**src/one_shot_sample_voice_mixer_macros.svh**
```systemverilog
// Assertion macros for the voice mixer. They compile to nothing under synthesis.
`ifndef ONE_SHOT_SAMPLE_VOICE_MIXER_MACROS_SVH
`define ONE_SHOT_SAMPLE_VOICE_MIXER_MACROS_SVH

`ifndef SYNTHESIS

`define OSVM_ASSERT_IMPLY(label, clk, rst, ante, cons) \
  label: assert property (@(posedge clk) disable iff (rst) (ante) |-> (cons)) \
    else $error("assertion failed");

`define OSVM_ASSERT_NEXT(label, clk, rst, ante, cons) \
  label: assert property (@(posedge clk) disable iff (rst) (ante) |=> (cons)) \
    else $error("assertion failed");

`else

`define OSVM_ASSERT_IMPLY(label, clk, rst, ante, cons)

`define OSVM_ASSERT_NEXT(label, clk, rst, ante, cons)

`endif

`endif

```
**src/osvm_pkg.sv**
```systemverilog
package osvm_pkg;

  localparam int WORD_W      = 16;
  localparam int LENGTH_W    = 15;
  localparam int VOICE_W     = 3;
  localparam int ADDR_IN_W   = 14;
  localparam int OP_W        = 2;
  localparam int LENGTH_REGS = 6;
  localparam int CFG_INDEX_W = 3;
  localparam int CFG_DATA_W  = LENGTH_W;
  localparam int POS_W       = LENGTH_W + 1;

  // Division by six as a multiply by a rounded-up reciprocal and a shift.
  localparam int RECIP_SHIFT = 18;
  localparam logic [WORD_W-1:0] RECIP_6 = 16'd43691;

  localparam logic [OP_W-1:0] OP_LOAD    = 2'd0;
  localparam logic [OP_W-1:0] OP_TRIGGER = 2'd1;
  localparam logic [OP_W-1:0] OP_FRAME   = 2'd2;

  typedef logic signed [WORD_W-1:0] word_t;
  typedef logic [LENGTH_W-1:0] length_t;

  typedef struct packed {
    logic valid;
    logic gate;
    logic side;
  } tag_t;

endpackage

```
**src/osvm_div6.sv**
```systemverilog
module osvm_div6 (
  input  logic             clk,
  input  logic             rst,
  input  osvm_pkg::word_t  word,
  input  osvm_pkg::tag_t   tag_in,
  output osvm_pkg::word_t  quot,
  output osvm_pkg::tag_t   tag_out
);
  import osvm_pkg::*;

  logic [WORD_W-1:0]   mag;
  logic [2*WORD_W-1:0] prod;
  logic                neg;
  logic [2*WORD_W-RECIP_SHIFT-1:0] qmag;

  // Words that fall outside the voice length enter as zero.
  always_comb begin
    if (!tag_in.gate) begin
      mag = '0;
    end else if (word[WORD_W-1]) begin
      mag = WORD_W'(-word);
    end else begin
      mag = WORD_W'(word);
    end
  end

  always_ff @(posedge clk) begin
    if (rst) begin
      tag_out <= '0;
    end else begin
      tag_out <= tag_in;
    end
    prod <= (2*WORD_W)'(mag) * (2*WORD_W)'(RECIP_6);
    neg  <= tag_in.gate & word[WORD_W-1];
  end

  assign qmag = prod[2*WORD_W-1:RECIP_SHIFT];
  assign quot = neg ? -word_t'(WORD_W'(qmag)) : word_t'(WORD_W'(qmag));

endmodule

```
**config.mk**
```make
export PLATFORM = sky130hd
export DESIGN_NAME = osvm_div6
export DESIGN_NICKNAME = d
export VERILOG_FILES = /design/src/one_shot_sample_voice_mixer_macros.svh /design/src/osvm_pkg.sv /design/src/osvm_div6.sv
export SDC_FILE = /design/constraint.sdc
export NUM_CORES = 1
export LEC_CHECK = 0
export BUFFER_PORTS_ARGS = -buffer_cell sky130_fd_sc_hd__buf_4
export CAP_MARGIN = 20
export CORE_MARGIN = 2
export CORE_UTILIZATION = 43
export CTS_BUF_LIST = sky130_fd_sc_hd__clkbuf_4
export DETAILED_ROUTE_END_ITERATION = 8
export PLACE_DENSITY = 0.66
export SETUP_SLACK_MARGIN = 0.2
export SYNTH_ARGS = -nofsm -noshare
export SYNTH_HDL_FRONTEND = slang
export SYNTH_SLANG_ARGS = --single-unit
```
**constraint.sdc**
```tcl
create_clock -name clk -period 15.66 [get_ports clk]
set_input_delay 0.783 -clock clk [delete_from_list [all_inputs] [get_ports clk]]
set_output_delay 0.783 -clock clk [all_outputs]
set_load 0.01 [all_outputs]
```
# Word level (Yosys, flattened, before mapping)
# Cells that the tools add are included.
# Widths: inputs -> output; s select.
[totals]
reg_bits = 36
word_cells = 12
[op_classes]
add_sub_neg = 2
n_mul = 1
muxes = 3
n_bitwise = 1
[op_table]
columns = ["cell", "count"]
rows = [
  ["$mux 16", 3],
  ["$mul 16x16->32 const B", 1],
  ["$neg 14->16", 1],
  ["$neg 16->16", 1],
  ["$and 1x1->1", 1],
]

# Longest topological paths before layout
[depth]
depth_word = 4
ltp_mapped = 25
depth_no_buf = 25

# Worst setup path before layout
# No wires, ideal clock.
[synth_path]
path_type = "input port to flip-flop"
start = "input word[5]"
end = "register prod[31]"
arrival_ns = 6.867
slack_ns = 8.675
stages = 25
path_buffers = 0
path_cell_list = "or4_1 > nor2_1 > nand2_1 > o31ai_1 > xor2_1 > nand2b_1 > inv_1 > ha_1 > ha_1 > fa_1 > inv_1 > fa_1 > inv_1 > fa_1 > inv_1 > fa_1 > inv_1 > ha_1 > nand4_2 > or4_4 > a31oi_4 > o311ai_2 > a211oi_2 > o221a_1 > xnor2_1"
[synth_between]
elab_chain_cells = 4
[synth_rtl]
columns = ["element", "line_no", "source"]
rows = [
  ["from (decl)", "osvm_div6.sv:4", "input osvm_pkg::word_t word,"],
  ["$neg 16->16", "osvm_div6.sv:21", "mag = WORD_W'(-word);"],
  ["$mux 16 (*)", "osvm_div6.sv:20", "end else if (word[WORD_W-1]) begin"],
  ["$mux 16 (*)", "osvm_div6.sv:18", "if (!tag_in.gate) begin"],
  ["$mul 16x16->32 (*)", "osvm_div6.sv:33", "prod <= (2*WORD_W)'(mag) * (2*WORD_W)'(RECIP_6);"],
  ["to (signal assigned)", "osvm_div6.sv:33", ""],
  ["to (decl)", "osvm_div6.sv:12", "logic [2*WORD_W-1:0] prod;"],
]
# Mark *: on every way between the ends. The rest lies on a longest branch, timed or not.
# A chain may end at the register's enable or synchronous reset.

# Final worst setup path
# Ends and elaborated chain as after synthesis.

==> results.cfg <==
[hold_path]
hold_class = in -> reg

[sta]
hold_violations = 0
rsz0062_at_grt = no
finalSetupTns_ns = 0
post-route-period-util_pct = 46.97
whs_ns = 0.6359
min_period_ns = 7.355
slew_viol_final = 0
setup_viol = 0
clock.fmax_ghz = 0.1360
worst_pin_slew_ns = 0.5346
relSlewSlack_pct = 64.03

[pwr]
vdd_ir_drop_max_mv = 0.08260
total_power_uw = 989.5
p_leak_nw = 3.508
p_per_area_nw_per_um2 = 157.7

[logic_synthesis]
syn_nets = 872
syn_area_um2 = 5766
ys.flop_type = dfxtp_1
syn_area_per_cell_um2 = 8.953
syn_inst = 644
ys_warn_count = 0
synth-seq-cells = 18
ys_types = 51
seq_area_frac_synth_pct = 6.250
async_reset_ff_share_pct = 0
synth_edf_count = 0

[die]
row_count = 42
core_area_um2 = 13190
dieArea_um2 = 14350
initial_core_util_pct = 43.71
die-height_um = 119.8
die_x_um = 119.8
ios = 40

[global_routing]
grt_overflow = 0
grt_max_degree = 25
grt_pass1_vias = 4660
grt_usage_pct = 19.60
grt_pass1_wl_um = 22440
antenna_found_initial = 0

[drt]
wire_per_inst_um = 15.46
wl_met1_um = 5759
num_vias = 4314
routed_wl_um = 13230
wl_met2_um = 6629
drc = 0
drt_iter0_markers = 180
ant_nets = 0
maxUsedRoutingLayer = met4
firstDrtPassIters = 5
met3_length_um = 584
vias_per_cell = 5.040

[layout]
syn_to_final_growth_pct = 8.832
drive_gt1_share_pct = 7.500
antenna_cells = 0
fin_nets = 909
fin_util_pct = 47.57

[critical_path]
crit_required_ns = 15.90
cp-end-kind = flip-flop
cp_data_arrival_time_ns = 7.59
crit_type = in -> reg
crit_path_start_kind = input port
crit_start = word[5]
crit_fanout = 5
cp-endpoint = prod[31]

[clock_tree]
cts_buffers = 3
postCtsHoldBufs = 0
ctsResizeCount = 0
clk_pin_slew_worst_paths_ns = 0.11
cts_tree = built
cts_sinks = 18
post-cts-setup-buffer-count = 0
clockBufferDepth = 2
cts_root_buf = clkbuf_4
ctsHtreeMaxLevel = 1

[place]
port_buffers = 39
dp_hpwl_um = 12220
gp_congestion = 0.9579

[job]
drv_cap = 0

[status]
status = completed
-- registers in the layout (all words and copies together), names as in the netlist --
name / cells
neg: 1
prod: 14
tag_out: 3
-- report_power, final --
group	internal (mW)	switching (mW)
clock	0.00929	0.0153
combinational	0.366	0.518
sequential	0.0671	0.0136
-- area by class of cell --
class | count | area [um2]
fillers | 1271 | 6915
inverters | 175 | 656.9
multi-input cells | 444 | 4718
well taps | 176 | 220.2
clock inverters | 1 | 3.754
repair buffers | 39 | 292.8
clock buffers | 3 | 22.52
flip-flops and latches | 18 | 360.3
-- stage by stage --
stage / area [um2] / std cells / setup slack [ns]
after floorplan: 5766 / 644 / 8.675
after global placement: 6248 / 852 / 8.063
after detailed placement: 6248 / 852 / 7.994
after CTS: 6275 / 856 / 8.283
after global routing: 6275 / 856 / 7.898
final: 6275 / 856 / 8.305
-- placed cells by master, fill, tap and decap left out, types with 8 or more instances in the layout --
master / synthesis / layout
nor2_1: 19 / 19
xor2_1: 15 / 15
and2_1: 12 / 12
o21ai_0: 13 / 13
a21o_1: 9 / 9
nor3_1: 8 / 8
inv_1: 174 / 174
a21oi_1: 19 / 19
dfxtp_1: 18 / 18
xnor2_1: 29 / 29
ha_1: 127 / 127
nand2_1: 32 / 32
buf_4: 1 / 39
fa_1: 80 / 80
-- how the worst min path moves through the flow --
stage	start	endpoint	slack [ns]	cells after the start
global route	rst	tag_out[0]	0.64	2
CTS	rst	tag_out[0]	0.64	2
finish	rst	tag_out[0]	0.64	2
detailed placement	rst	tag_out[0]	0.96	2
floorplan	rst	tag_out[0]	0.85	1
global placement	rst	tag_out[2]	0.97	2
-- cell families (layout without fill, tap and decap cells) --
family	Yosys count	after routing	synth area share, %
AO/OA/AOI/OAI	86	86	10.22
XOR/XNOR	44	44	6.684
adder cells (fa/ha/maj)	207	207	55.34
buffers and inverters	182	218	11.91
flip-flops	18	18	6.250
multiplexers	1	1	0.1953
AND/OR/NAND/NOR	106	106	9.397
-- critical path, stage by stage --
cell and delay [ns]:
buf_4 0.12, or4_1 0.54, nor2_1 0.20, nand2_1 0.11
o41ai_2 0.35, xor2_1 0.17, nand2b_1 0.16, inv_1 0.15
ha_1 0.44, ha_1 0.31, inv_1 0.05, fa_1 0.53
inv_1 0.06, fa_1 0.52, fa_1 0.53, fa_1 0.50
ha_1 0.36, nand4_1 0.17, or4_4 0.46, a31oi_4 0.22
o311ai_2 0.15, a211oi_2 0.33, o221a_1 0.26, xnor2_1 0.11
-- routing by layer --
metal  vias to the layer above  track usage, %
met5                         -               0
met4                         0           4.632
met3                        15           1.616
met2                        94           35.61
met1                      2069           25.26
li1                       2136               -
-- synthesized netlist by cell type, types with 5 or more instances --
cell type | count | area share (%)
clkbuf_1 | 6 | 0.39
o21ai_1 | 6 | 0.52
dfxtp_1 | 18 | 6.3
nor3_1 | 8 | 0.69
o31ai_1 | 5 | 0.65
nand3_1 | 5 | 0.43
inv_1 | 174 | 11
a21oi_1 | 19 | 1.6
a31oi_1 | 7 | 0.76
o21ai_0 | 13 | 1.1
ha_1 | 127 | 28
and2_1 | 12 | 1.3
a21o_1 | 9 | 1.2
xor2_1 | 15 | 2.3
xnor2_1 | 29 | 4.4
nand2_1 | 32 | 2.1
fa_1 | 80 | 28
nor2_1 | 19 | 1.2
nand2b_1 | 5 | 0.54
No activity file was read; power rests on OpenSTA's default activity.
